==> src/hdl/bftr_pkg.sv <==
// Package for the bitmap font text renderer.
// Holds the 5x7 glyph table, character codes and shared constants.
// No dependencies.
package bftr_pkg;

  localparam int COORD_BITS_DEF = 16;
  localparam int QUEUE_DEPTH    = 4;
  localparam int GLYPH_COLS     = 5;
  localparam int GLYPH_ROWS     = 7;
  localparam int GLYPH_BITS     = GLYPH_COLS * GLYPH_ROWS;
  localparam int LINE_STEP      = 8;
  localparam int CHAR_STEP      = 6;

  localparam logic [7:0] CHAR_NEWLINE = 8'h0A;
  localparam logic [7:0] CHAR_LOW_A   = 8'h61;
  localparam logic [7:0] CHAR_LOW_Z   = 8'h7A;
  localparam logic [7:0] CHAR_CASE    = 8'h20;
  localparam logic [7:0] CHAR_FIRST   = 8'h20;
  localparam logic [7:0] CHAR_LAST    = 8'h5F;

  // Column c of a glyph sits in bits [c*8 +: 8], row r at bit r of that byte.
  localparam logic [39:0] GLYPH_ROM [0:63] = '{
    40'h00_00_00_00_00, 40'h00_00_5F_00_00, 40'h00_07_00_07_00, 40'h14_7F_14_7F_14,
    40'h12_2A_7F_2A_24, 40'h62_64_08_13_23, 40'h50_22_55_49_36, 40'h00_00_03_05_00,
    40'h00_41_22_1C_00, 40'h00_1C_22_41_00, 40'h08_2A_1C_2A_08, 40'h08_08_3E_08_08,
    40'h00_00_30_50_00, 40'h08_08_08_08_08, 40'h00_00_60_60_00, 40'h02_04_08_10_20,
    40'h3E_45_49_51_3E, 40'h00_40_7F_42_00, 40'h46_49_51_61_42, 40'h31_4B_45_41_21,
    40'h10_7F_12_14_18, 40'h39_45_45_45_27, 40'h30_49_49_4A_3C, 40'h03_05_09_71_01,
    40'h36_49_49_49_36, 40'h1E_29_49_49_06, 40'h00_00_36_36_00, 40'h00_00_36_56_00,
    40'h41_22_14_08_00, 40'h14_14_14_14_14, 40'h00_08_14_22_41, 40'h06_09_51_01_02,
    40'h3E_41_79_49_32, 40'h7E_11_11_11_7E, 40'h36_49_49_49_7F, 40'h22_41_41_41_3E,
    40'h1C_22_41_41_7F, 40'h41_49_49_49_7F, 40'h01_01_09_09_7F, 40'h32_51_41_41_3E,
    40'h7F_08_08_08_7F, 40'h00_41_7F_41_00, 40'h01_3F_41_40_20, 40'h41_22_14_08_7F,
    40'h40_40_40_40_7F, 40'h7F_02_04_02_7F, 40'h7F_10_08_04_7F, 40'h3E_41_41_41_3E,
    40'h06_09_09_09_7F, 40'h5E_21_51_41_3E, 40'h46_29_19_09_7F, 40'h31_49_49_49_46,
    40'h01_01_7F_01_01, 40'h3F_40_40_40_3F, 40'h1F_20_40_20_1F, 40'h7F_20_18_20_7F,
    40'h63_14_08_14_63, 40'h03_04_78_04_03, 40'h43_45_49_51_61, 40'h00_41_41_7F_00,
    40'h20_10_08_04_02, 40'h00_7F_41_41_00, 40'h04_02_01_02_04, 40'h40_40_40_40_40
  };

endpackage

==> src/hdl/bitmap_font_text_rect_generator_top.sv <==
// The first square of a character passes through the queue, the back end's command
// registers and the output register before it reaches the result ports. The back end
// emits one square per cycle, one for each set glyph bit, while its output is empty
// or popped; the front end accepts one character per cycle while the 4-entry queue has room.
// Reset clears the cursor, line start, queue pointers and the back end's active and valid flags.
module bitmap_font_text_rect_generator_top #(
  parameter int COORD_BITS = bftr_pkg::COORD_BITS_DEF
) (
  input  logic               clk,
  input  logic               rst,
  input  logic               push,
  output logic               full,
  input  logic               start_req,
  input  logic signed [15:0] origin_x,
  input  logic signed [15:0] origin_y,
  input  logic [7:0]         char_code,
  input  logic [15:0]        color,
  input  logic [3:0]         scale,
  output logic               empty,
  input  logic               pop,
  output logic signed [15:0] rect_x,
  output logic signed [15:0] rect_y,
  output logic [3:0]         rect_size,
  output logic [15:0]        rect_color,
  output logic               last
);

  localparam int CMD_W = 2 * COORD_BITS + bftr_pkg::GLYPH_BITS + 20;

  logic             accept;
  logic             cmd_push, cmd_pop, cmd_empty;
  logic [CMD_W-1:0] cmd_wr, cmd_rd;

  assign accept = push && !full;

  bftr_front #(.COORD_BITS(COORD_BITS)) u_front (
    .clk       (clk),
    .rst       (rst),
    .accept    (accept),
    .start_req (start_req),
    .origin_x  (origin_x),
    .origin_y  (origin_y),
    .char_code (char_code),
    .color     (color),
    .scale     (scale),
    .cmd_push  (cmd_push),
    .cmd_data  (cmd_wr)
  );

  bftr_queue #(.WIDTH(CMD_W), .DEPTH(bftr_pkg::QUEUE_DEPTH)) u_queue (
    .clk     (clk),
    .rst     (rst),
    .wr_en   (cmd_push),
    .wr_data (cmd_wr),
    .rd_en   (cmd_pop),
    .rd_data (cmd_rd),
    .full    (full),
    .empty   (cmd_empty)
  );

  bftr_back #(.COORD_BITS(COORD_BITS)) u_back (
    .clk        (clk),
    .rst        (rst),
    .cmd_empty  (cmd_empty),
    .cmd_data   (cmd_rd),
    .cmd_pop    (cmd_pop),
    .pop        (pop),
    .empty      (empty),
    .rect_x     (rect_x),
    .rect_y     (rect_y),
    .rect_size  (rect_size),
    .rect_color (rect_color),
    .last       (last)
  );

endmodule

==> src/hdl/bftr_front.sv <==
// Front end of the text renderer: accepts characters, tracks the cursor and
// turns each drawable character into a glyph command for the queue.
// Depends on bftr_pkg.
module bftr_front #(
  parameter int COORD_BITS = bftr_pkg::COORD_BITS_DEF,
  localparam int CMD_W = 2 * COORD_BITS + bftr_pkg::GLYPH_BITS + 20
) (
  input  logic                 clk,
  input  logic                 rst,
  input  logic                 accept,
  input  logic                 start_req,
  input  logic signed [15:0]   origin_x,
  input  logic signed [15:0]   origin_y,
  input  logic [7:0]           char_code,
  input  logic [15:0]          color,
  input  logic [3:0]           scale,
  output logic                 cmd_push,
  output logic [CMD_W-1:0]     cmd_data
);

  logic [COORD_BITS-1:0] cursor_x, cursor_x_next;
  logic [COORD_BITS-1:0] cursor_y, cursor_y_next;
  logic [COORD_BITS-1:0] line_start_x, line_start_x_next;

  logic [31:0]           ox_ext, oy_ext;
  logic [COORD_BITS-1:0] cx, cy, lx;
  logic [3:0]            s_eff;
  logic [7:0]            code_up;
  logic [5:0]            glyph_idx;
  logic [39:0]           glyph;
  logic [bftr_pkg::GLYPH_BITS-1:0] mask;
  logic                  is_newline;
  logic [6:0]            line_step, char_step;

  always_comb begin
    ox_ext = {{16{origin_x[15]}}, origin_x};
    oy_ext = {{16{origin_y[15]}}, origin_y};
    s_eff  = (scale == 4'd0) ? 4'd1 : scale;
    if (start_req) begin
      cx = ox_ext[COORD_BITS-1:0];
      cy = oy_ext[COORD_BITS-1:0];
      lx = ox_ext[COORD_BITS-1:0];
    end else begin
      cx = cursor_x;
      cy = cursor_y;
      lx = line_start_x;
    end
    code_up = char_code;
    if (char_code inside {[bftr_pkg::CHAR_LOW_A:bftr_pkg::CHAR_LOW_Z]}) begin
      code_up = char_code - bftr_pkg::CHAR_CASE;
    end
    glyph_idx = 6'd0;
    if (code_up inside {[bftr_pkg::CHAR_FIRST:bftr_pkg::CHAR_LAST]}) begin
      glyph_idx = 6'(code_up - bftr_pkg::CHAR_FIRST);
    end
    glyph = bftr_pkg::GLYPH_ROM[glyph_idx];
    for (int c = 0; c < bftr_pkg::GLYPH_COLS; c++) begin
      for (int r = 0; r < bftr_pkg::GLYPH_ROWS; r++) begin
        mask[c * bftr_pkg::GLYPH_ROWS + r] = glyph[c * 8 + r];
      end
    end
    is_newline = (char_code == bftr_pkg::CHAR_NEWLINE);
    line_step  = 7'(s_eff) * 7'(bftr_pkg::LINE_STEP);
    char_step  = 7'(s_eff) * 7'(bftr_pkg::CHAR_STEP);

    cursor_x_next     = cursor_x;
    cursor_y_next     = cursor_y;
    line_start_x_next = line_start_x;
    if (accept) begin
      line_start_x_next = lx;
      if (is_newline) begin
        cursor_x_next = lx;
        cursor_y_next = cy + COORD_BITS'(line_step);
      end else begin
        cursor_x_next = cx + COORD_BITS'(char_step);
        cursor_y_next = cy;
      end
    end

    cmd_push = accept && !is_newline && (mask != '0);
    cmd_data = {cx, cy, mask, s_eff, color};
  end

  always_ff @(posedge clk) begin
    if (rst) begin
      cursor_x     <= '0;
      cursor_y     <= '0;
      line_start_x <= '0;
    end else begin
      cursor_x     <= cursor_x_next;
      cursor_y     <= cursor_y_next;
      line_start_x <= line_start_x_next;
    end
  end

endmodule

==> src/hdl/bftr_queue.sv <==
// Short command queue between the front and back ends of the renderer.
// Depends on bftr_pkg for its depth default.
module bftr_queue #(
  parameter int WIDTH = 8,
  parameter int DEPTH = bftr_pkg::QUEUE_DEPTH,
  localparam int AW = (DEPTH > 1) ? $clog2(DEPTH) : 1
) (
  input  logic             clk,
  input  logic             rst,
  input  logic             wr_en,
  input  logic [WIDTH-1:0] wr_data,
  input  logic             rd_en,
  output logic [WIDTH-1:0] rd_data,
  output logic             full,
  output logic             empty
);

  logic [WIDTH-1:0] slots [DEPTH];
  logic [AW:0]      wr_ptr, rd_ptr, count;

  assign count   = wr_ptr - rd_ptr;
  assign full    = (count == (AW+1)'(DEPTH));
  assign empty   = (count == '0);
  assign rd_data = slots[rd_ptr[AW-1:0]];

  always_ff @(posedge clk) begin
    if (wr_en) begin
      slots[wr_ptr[AW-1:0]] <= wr_data;
    end
  end

  always_ff @(posedge clk) begin
    if (rst) begin
      wr_ptr <= '0;
      rd_ptr <= '0;
    end else begin
      if (wr_en) begin
        wr_ptr <= (wr_ptr[AW-1:0] == AW'(DEPTH - 1)) ?
                  {~wr_ptr[AW], {AW{1'b0}}} : wr_ptr + 1'b1;
      end
      if (rd_en) begin
        rd_ptr <= (rd_ptr[AW-1:0] == AW'(DEPTH - 1)) ?
                  {~rd_ptr[AW], {AW{1'b0}}} : rd_ptr + 1'b1;
      end
    end
  end

endmodule

==> src/hdl/bftr_back.sv <==
// Back end of the renderer: walks the set bits of one glyph command and
// emits one square per beat into the output register. Depends on bftr_pkg.
module bftr_back #(
  parameter int COORD_BITS = bftr_pkg::COORD_BITS_DEF,
  localparam int CMD_W = 2 * COORD_BITS + bftr_pkg::GLYPH_BITS + 20
) (
  input  logic               clk,
  input  logic               rst,
  input  logic               cmd_empty,
  input  logic [CMD_W-1:0]   cmd_data,
  output logic               cmd_pop,
  input  logic               pop,
  output logic               empty,
  output logic signed [15:0] rect_x,
  output logic signed [15:0] rect_y,
  output logic [3:0]         rect_size,
  output logic [15:0]        rect_color,
  output logic               last
);

  logic                            active, active_next;
  logic [COORD_BITS-1:0]           base_x, base_y;
  logic [bftr_pkg::GLYPH_BITS-1:0] mask, mask_next, mask_left;
  logic [3:0]                      size;
  logic [15:0]                     fill;
  logic                            out_valid, out_valid_next;

  logic [2:0]            sel_col, sel_row;
  logic [6:0]            dx, dy;
  logic [COORD_BITS-1:0] px, py;
  logic [31:0]           px_ext, py_ext;
  logic                  advance, finish;

  always_comb begin
    sel_col = '0;
    sel_row = '0;
    for (int c = bftr_pkg::GLYPH_COLS - 1; c >= 0; c--) begin
      for (int r = bftr_pkg::GLYPH_ROWS - 1; r >= 0; r--) begin
        if (mask[c * bftr_pkg::GLYPH_ROWS + r]) begin
          sel_col = 3'(c);
          sel_row = 3'(r);
        end
      end
    end
    mask_left = mask & (mask - 1'b1);
    dx        = 7'(sel_col) * 7'(size);
    dy        = 7'(sel_row) * 7'(size);
    px        = base_x + COORD_BITS'(dx);
    py        = base_y + COORD_BITS'(dy);
    px_ext    = 32'(px);
    py_ext    = 32'(py);

    advance        = active && (!out_valid || pop);
    finish         = advance && (mask_left == '0);
    cmd_pop        = !cmd_empty && (!active || finish);
    active_next    = cmd_pop ? 1'b1 : (finish ? 1'b0 : active);
    mask_next      = advance ? mask_left : mask;
    out_valid_next = advance ? 1'b1 : ((out_valid && pop) ? 1'b0 : out_valid);
  end

  assign empty = !out_valid;

  always_ff @(posedge clk) begin
    if (cmd_pop) begin
      {base_x, base_y, mask, size, fill} <= cmd_data;
    end else begin
      mask <= mask_next;
    end
    if (advance) begin
      rect_x     <= px_ext[15:0];
      rect_y     <= py_ext[15:0];
      rect_size  <= size;
      rect_color <= fill;
      last       <= (mask_left == '0);
    end
  end

  always_ff @(posedge clk) begin
    if (rst) begin
      active    <= 1'b0;
      out_valid <= 1'b0;
    end else begin
      active    <= active_next;
      out_valid <= out_valid_next;
    end
  end

endmodule
==> config.mk <==
export PLATFORM = sky130hd
export DESIGN_NAME = bitmap_font_text_rect_generator_top
export DESIGN_NICKNAME = d
export VERILOG_FILES = /design/src/hdl/bftr_pkg.sv /design/src/hdl/bitmap_font_text_rect_generator_top.sv /design/src/hdl/bftr_front.sv /design/src/hdl/bftr_queue.sv /design/src/hdl/bftr_back.sv
export SDC_FILE = /design/constraint.sdc
export NUM_CORES = 1
export LEC_CHECK = 0
export ABC_AREA = 1
export BUFFER_PORTS_ARGS = -buffer_cell sky130_fd_sc_hd__buf_2
export CAP_MARGIN = 25
export CORE_ASPECT_RATIO = 1.1
export CORE_UTILIZATION = 45
export CTS_CLUSTER_SIZE = 8
export DETAILED_ROUTE_END_ITERATION = 6
export PLACE_DENSITY = 0.71
export SLEW_MARGIN = 10
export SYNTH_ARGS = -nofsm -noshare
export SYNTH_HDL_FRONTEND = slang
export SYNTH_SLANG_ARGS = --single-unit
==> constraint.sdc <==
create_clock -name clk -period 14.2 [get_ports clk]
set_input_delay 2.84 -clock clk [delete_from_list [all_inputs] [get_ports clk]]
set_output_delay 2.84 -clock clk [all_outputs]
set_load 0.05 [all_outputs]
* After elaboration in Yosys (flattened, before gate mapping)
Memory sizes are Yosys's and may differ from the RTL's. A register that Yosys moved wholly into a read port is not among the register bits.
Index checks and enable logic that the tools add are counted.
** Storage, ports and cells
- Register bits after elaboration :: 196
- Latch bits :: 0
- Bits in writable memories :: 348
- ROM bits :: 2560
- Output and inout bits :: 55
- Logic and storage cells :: 160
- Memories :: 2
** Memory list
- (name not given) :: depth 64, width 40, read ports 1, clocked after memory_dff 0, wr ports 0, line bftr_front.sv:56 : glyph = bftr_pkg::GLYPH_ROM[glyph_idx];
- u_queue.slots :: depth 4, width 87, read ports 1, clocked after memory_dff 1, wr ports 1, line bftr_queue.sv:18 : logic [WIDTH-1:0] slots [DEPTH];
** Operators by class
- $add $sub $neg :: 10
- Multipliers :: 3
- Divide/modulo/power cells :: 0
- $lt $le $gt $ge :: 5
- Equality and inequality tests :: 4
- Shift-type cells :: 0
- Muxes and demuxes :: 92
- Bitwise logic cells :: 4
- Reductions and logical operators :: 23
** Operator list (count)
- $mux W3 :: 72
- $mux W16 :: 5
- $mux W39 :: 2
- $mux W35 :: 2
- $add A16 B7 Y16 :: 4
- $and A35 B35 Y35 :: 1
- $logic_not A35 Y1 :: 1
- $reduce_bool A35 Y1 :: 1
- $sub A35 B1 Y35 const B :: 1
- $le A8 B7 Y1 const B :: 2
- $mul A3 B4 Y7 :: 2
- $logic_and A1 B1 Y1 :: 9
- $eq A8 B4 Y1 const B :: 1
- $ge A8 B6 Y1 const B :: 1
- $ge A8 B7 Y1 const B :: 1
- $mux W8 :: 1
- $sub A8 B6 Y8 const B :: 1
- $ge A7 B7 Y1 const B :: 1
- $not A6 Y7 :: 1
- $add A3 B1 Y3 const B :: 2
- $mul A4 B2 Y6 const B :: 1
- $mux W1 :: 6
- $mux W6 :: 1
- $reduce_bool A2 Y1 :: 3
- other kinds (11) :: 19

* Depth between registers and ports, before layout
- Depth after elaboration :: 37
- Depth in mapped cells :: 46
- Mapped depth without buffers :: 46

* By module
Synthesis repeated with hierarchy kept, for this count alone.
** Unflattened totals
- Cells, all modules :: 2773
- Area total of the unflattened synthesis :: 26798.2 µm²
** By module, submodules not included
- bftr_queue :: times used 1, cells an instance 995, area each 13564.3 µm², seq. area each 10610.2 µm²
- bftr_back :: times used 1, cells an instance 637, area each 6881.6 µm², seq. area each 4244.1 µm²
- bftr_front :: times used 1, cells an instance 1139, area each 6342.3 µm², seq. area each 960.9 µm²
- bitmap_font_text_rect_generator_top :: times used 1, cells an instance 2, area each 10.0 µm², seq. area each 0.0 µm²

* Worst setup path after synthesis
OpenSTA, ideal clock, no wires.
- Path type :: in2reg
- From :: input port char_code[5]
- To :: memory u_queue.slots[0][0] (netlist name), enable pin
- Setup time :: 533 ps
- Arrival :: 9383 ps
- Setup slack :: 4284 ps
- Stages :: 27
- Path buffers :: 1
- Cells stage by stage :: inv_1 -> ha_1 -> nand2_1 -> inv_1 -> or2_2 -> nand3_1 -> nand2_1 -> nand3_4 -> nand2_4 -> buf_6 -> nand2_1 -> inv_1 -> ha_1 -> inv_1 -> ha_1 -> o21ai_0 -> a21oi_1 -> nor2_1 -> nand2_1 -> nor2_1 -> nand2_1 -> inv_1 -> nand2_1 -> nor2_1 -> nand2_1 -> nand2_2 -> nor2_1
** On the way
- Word-level cells in the longest chain between the ends :: 14
** RTL lines
- start, declared :: line bitmap_font_text_rect_generator_top.sv:16 : input logic [7:0] char_code,
- $ge A8 B7 Y1 / $le A8 B7 Y1 (equally long branches) :: line bftr_front.sv:49 : if (char_code inside {[bftr_pkg::CHAR_LOW_A:bftr_pkg::CHAR_LOW_Z]}) begin
- $logic_and A1 B1 Y1 :: line bftr_front.sv:49
- $mux W8 * :: line bftr_front.sv:49
- $ge A8 B6 Y1 / $le A8 B7 Y1 (equally long branches) :: line bftr_front.sv:53 : if (code_up inside {[bftr_pkg::CHAR_FIRST:bftr_pkg::CHAR_LAST]}) begin
- $logic_and A1 B1 Y1 :: line bftr_front.sv:53
- $mux W6 * :: line bftr_front.sv:53
- $not A6 Y7 (not written as such) * :: line bftr_front.sv:56
- $mem_v2 Z64 W40 *
- $mux W39 (not written as such) * (2 in a row) :: line bftr_front.sv:56
- net cmd_wr[47] :: line bitmap_font_text_rect_generator_top.sv:32 : logic [CMD_W-1:0] cmd_wr, cmd_rd;
- $reduce_bool A35 Y1 * :: line bftr_front.sv:80 : cmd_push = accept && !is_newline && (mask != '0);
- $logic_and A1 B1 Y1 * :: line bftr_front.sv:80
- $mux W1 * :: line bftr_queue.sv:27 : if (wr_en) begin
- $mux W1 (not written as such) * :: line bftr_queue.sv:28 : slots[wr_ptr[AW-1:0]] <= wr_data;
- end, declared :: line bftr_queue.sv:18
Mark *: on every way through the listed nets, which the timed path passes. The rest lies on a longest branch. The select of a mux whose other input is x is not followed.

* Worst setup path in the final report
- From :: input port char_code[3]
- To :: memory u_queue.slots[2][49] (netlist name), enable pin
Same word-level chain as after synthesis.

==> results.tsv <==
metric	value	unit
status	complete, no violations	
Worst-path clk slew	0.05	ns
Unique masters post-synth	50	
final WL	71600	um
Worst Min Path Start	u_back.fill[8]	
GPL Wtd Cong	0.937	
Worst EP arrival	9.55	ns
RR Endpoint	u_back.rect_x[15]	
postcts setup bufs	0	
CTS max path bufs	3	
Logic pwr share	32.9	%
P_int	4.04	mW
post-layout min period	9.35	ns
pwr dens	216	nW/um2
Max Slew Vio Count	0	
final setup skew	0.0248	ns
synthesized instance count	2631	
Port Buffers	119	
Critical Path Fanout Max	61	
max incr delay on CP	0.86	ns
Post-Syn Area	26200	um2
DRC viols	0	
Static Leak	11.8	nW
post-CTS sizing	0	
Chip Height	255	um
unrepaired setup endpoints after global routing	no	
Die ar.	59100	um2
Post-synth EDFFs	488	
Synthesis Warnings	0	
register area	15800	um2
# nets final	2880	
endpoints failing hold	0	
cell area after layout	29700	um2
Final WS setup	4.85	ns
Num CTS Buffers	78	
CP max stage cell	buf_4	
Vias	19700	
Place WS	4.29	ns
Detailed Place HPWL	47500	um
Setup CP Type	in -> reg	
Worst-Skew Late Latency	0.60	ns
Flop pwr share	40.9	%
share of cells above drive strength 1	10.2	%
initial antenna violation count	0	
Worst R2R Start	u_back.mask[23]	
Least-Margin Pin Slew	1.16	ns
critical path required time	14.40	ns
Avg WL per Cell	20.3	um
worst hold path class	reg -> reg	
number of global-route vias before repair	19100	
Area Growth Syn to Fin	13.5	%
synthesized area per cell	9.95	um2
DRT Pass-1 Iters	5	
gr usage total	24.2	%
Root Buffer	clkbuf_16	
fillers	4964	
Seq/Total Area, Yosys	60.4	%
Synth Net Count	2777	
Yosys reg bits	546	
Sw Ratio	37.2	%
max cap viols	0	
grt ovf	0	
final setup violation count	0	
Slew Limit Headroom	22.4	%
initial core utilization	45.6	%
CTS tree	done	
ys flop type	edfxtp_1	
Fmax	0.107	GHz
# IOs	120	
via/cell ratio	5.59	
Total Neg Setup Slack	0	ns
worst reg-to-reg path cell count	23	
clock sinks	546	
ys async rst share	0	%
VDD IR max	0.165	mV
Hold Path End	u_back.rect_color[8]	
Clock power frac	26.2	%
Power Total	6.43	mW
placed instance area	27500	um2
Die W	232	um
crit end category	flip-flop	
fin crit share	65.9	%
row cnt	92	
number of DRC markers in iteration 0	1738	
Std-Cell Core Area	57400	um2
Worst setup SP type	primary input	
Post-DRT Antenna Nets	0	
area of the multi-input gates	8960	um2
Sw Pwr	2.40	mW
first-pass GRT wire length	110000	um
number of H-tree levels	3	
largest net degree at the start of global routing	103	
Worst Hold Depth	0	
Ant. Diodes	0	
Reg2Reg Setup Slack	8.92	ns
max reg flops	348	
cts hold-fix bufs	0	
critical path's most frequent cell	nand2_1	
[final cells by class]
| class | count | share of cell area (%) |
|---|---|---|
| inverters | 245 | 3.12 |
| well taps | 752 | 3.17 |
| repair buffers | 144 | 2.86 |
| multi-input cells | 1719 | 30.1 |
| clock buffers | 112 | 7.21 |
| flip-flops and latches | 546 | 53.2 |
| clock inverters | 5 | 0.253 |
[cell usage in the layout, fill, tap and decap left out, types with 17 or more instances in the layout]
| cell | netlist | routed |
|---|---|---|
| clkbuf_16 | 0 | 81 |
| edfxtp_1 | 488 | 488 |
| dfxtp_1 | 58 | 56 |
| nand2_1 | 492 | 492 |
| o22ai_1 | 85 | 85 |
| nor2_1 | 331 | 326 |
| buf_4 | 7 | 21 |
| xor2_1 | 25 | 25 |
| nand4_1 | 26 | 26 |
| fa_1 | 17 | 17 |
| o21ai_0 | 312 | 311 |
| inv_1 | 234 | 232 |
| buf_2 | 21 | 119 |
| a21oi_1 | 103 | 102 |
| xnor2_1 | 18 | 18 |
| clkbuf_1 | 84 | 31 |
| nand3_1 | 125 | 125 |
| ha_1 | 64 | 64 |
[critical path, delay by kind of cell]
| family | cells | cell delay, ns |
|---|---|---|
| AND/OR/NAND/NOR | 19 | 3.91 |
| adder cells (fa/ha/maj) | 1 | 0.40 |
| buffers and inverters | 7 | 2.06 |
| AO/OA/AOI/OAI | 1 | 0.24 |
[power by group through the flow]
stage	clock [mW]	combinational [mW]	sequential, mW
global route	1.78	2.35	2.68
finish	1.68	2.12	2.63
CTS	1.71	2.13	2.63
global placement	0	2.04	2.64
floorplan	0	1.29	2.85
detailed placement	0	2.11	2.66
[stage by stage]
stage | util [%] | std cells | hold WS (ns)
after floorplan | - | 2631 | 0.400
after global placement | 47.7 | 3402 | 0.404
after detailed placement | 47.8 | 3405 | 0.406
after CTS | 51.7 | 3522 | 0.415
after global routing | 51.7 | 3523 | 0.415
final | 51.7 | 3523 | 0.414
[cell usage after synthesis (15+ instances only)]
cell / number / area, um2
buf_2: 21 / 105
a21oi_1: 103 / 515
a211oi_1: 15 / 113
fa_1: 17 / 340
nor2_1: 331 / 1240
nand3_1: 125 / 626
xor2_1: 25 / 219
o21ai_0: 312 / 1560
nand2_1: 492 / 1850
nand4_1: 26 / 163
xnor2_1: 18 / 158
clkbuf_1: 84 / 315
edfxtp_1: 488 / 14700
o22ai_1: 85 / 532
dfxtp_1: 58 / 1160
ha_1: 64 / 801
a31oi_1: 15 / 93.8
inv_1: 234 / 878
[logic make-up after synthesis]
kind of cell	Yosys count	synth area share, %
DFF	546	60.4
and+or+nand+nor	1031	16.4
xor gates and xnor gates	43	1.44
adders and majority gates	81	4.36
AOI/OAI and AO/OA	564	11.8
buffers and inverters	366	5.54
[how the worst max path moves through the flow]
stage                       startpoint                    to
final                     char_code[3]  u_queue.slots[2][49]
after global placement    char_code[3]   u_queue.slots[2][6]
after global routing      char_code[3]  u_queue.slots[2][34]
after floorplan           char_code[5]   u_queue.slots[0][0]
after detailed placement  char_code[3]  u_queue.slots[2][37]
after CTS                 char_code[3]  u_queue.slots[2][48]
[per-layer routing]
metal  global-route usage (%)  wire length [um]
met2                     39.4             34200
met5                        0                 0
met4                     10.2              2560
met3                     3.24              4200
met1                     32.6             30700
No activity file was read; power rests on OpenSTA's default activity.
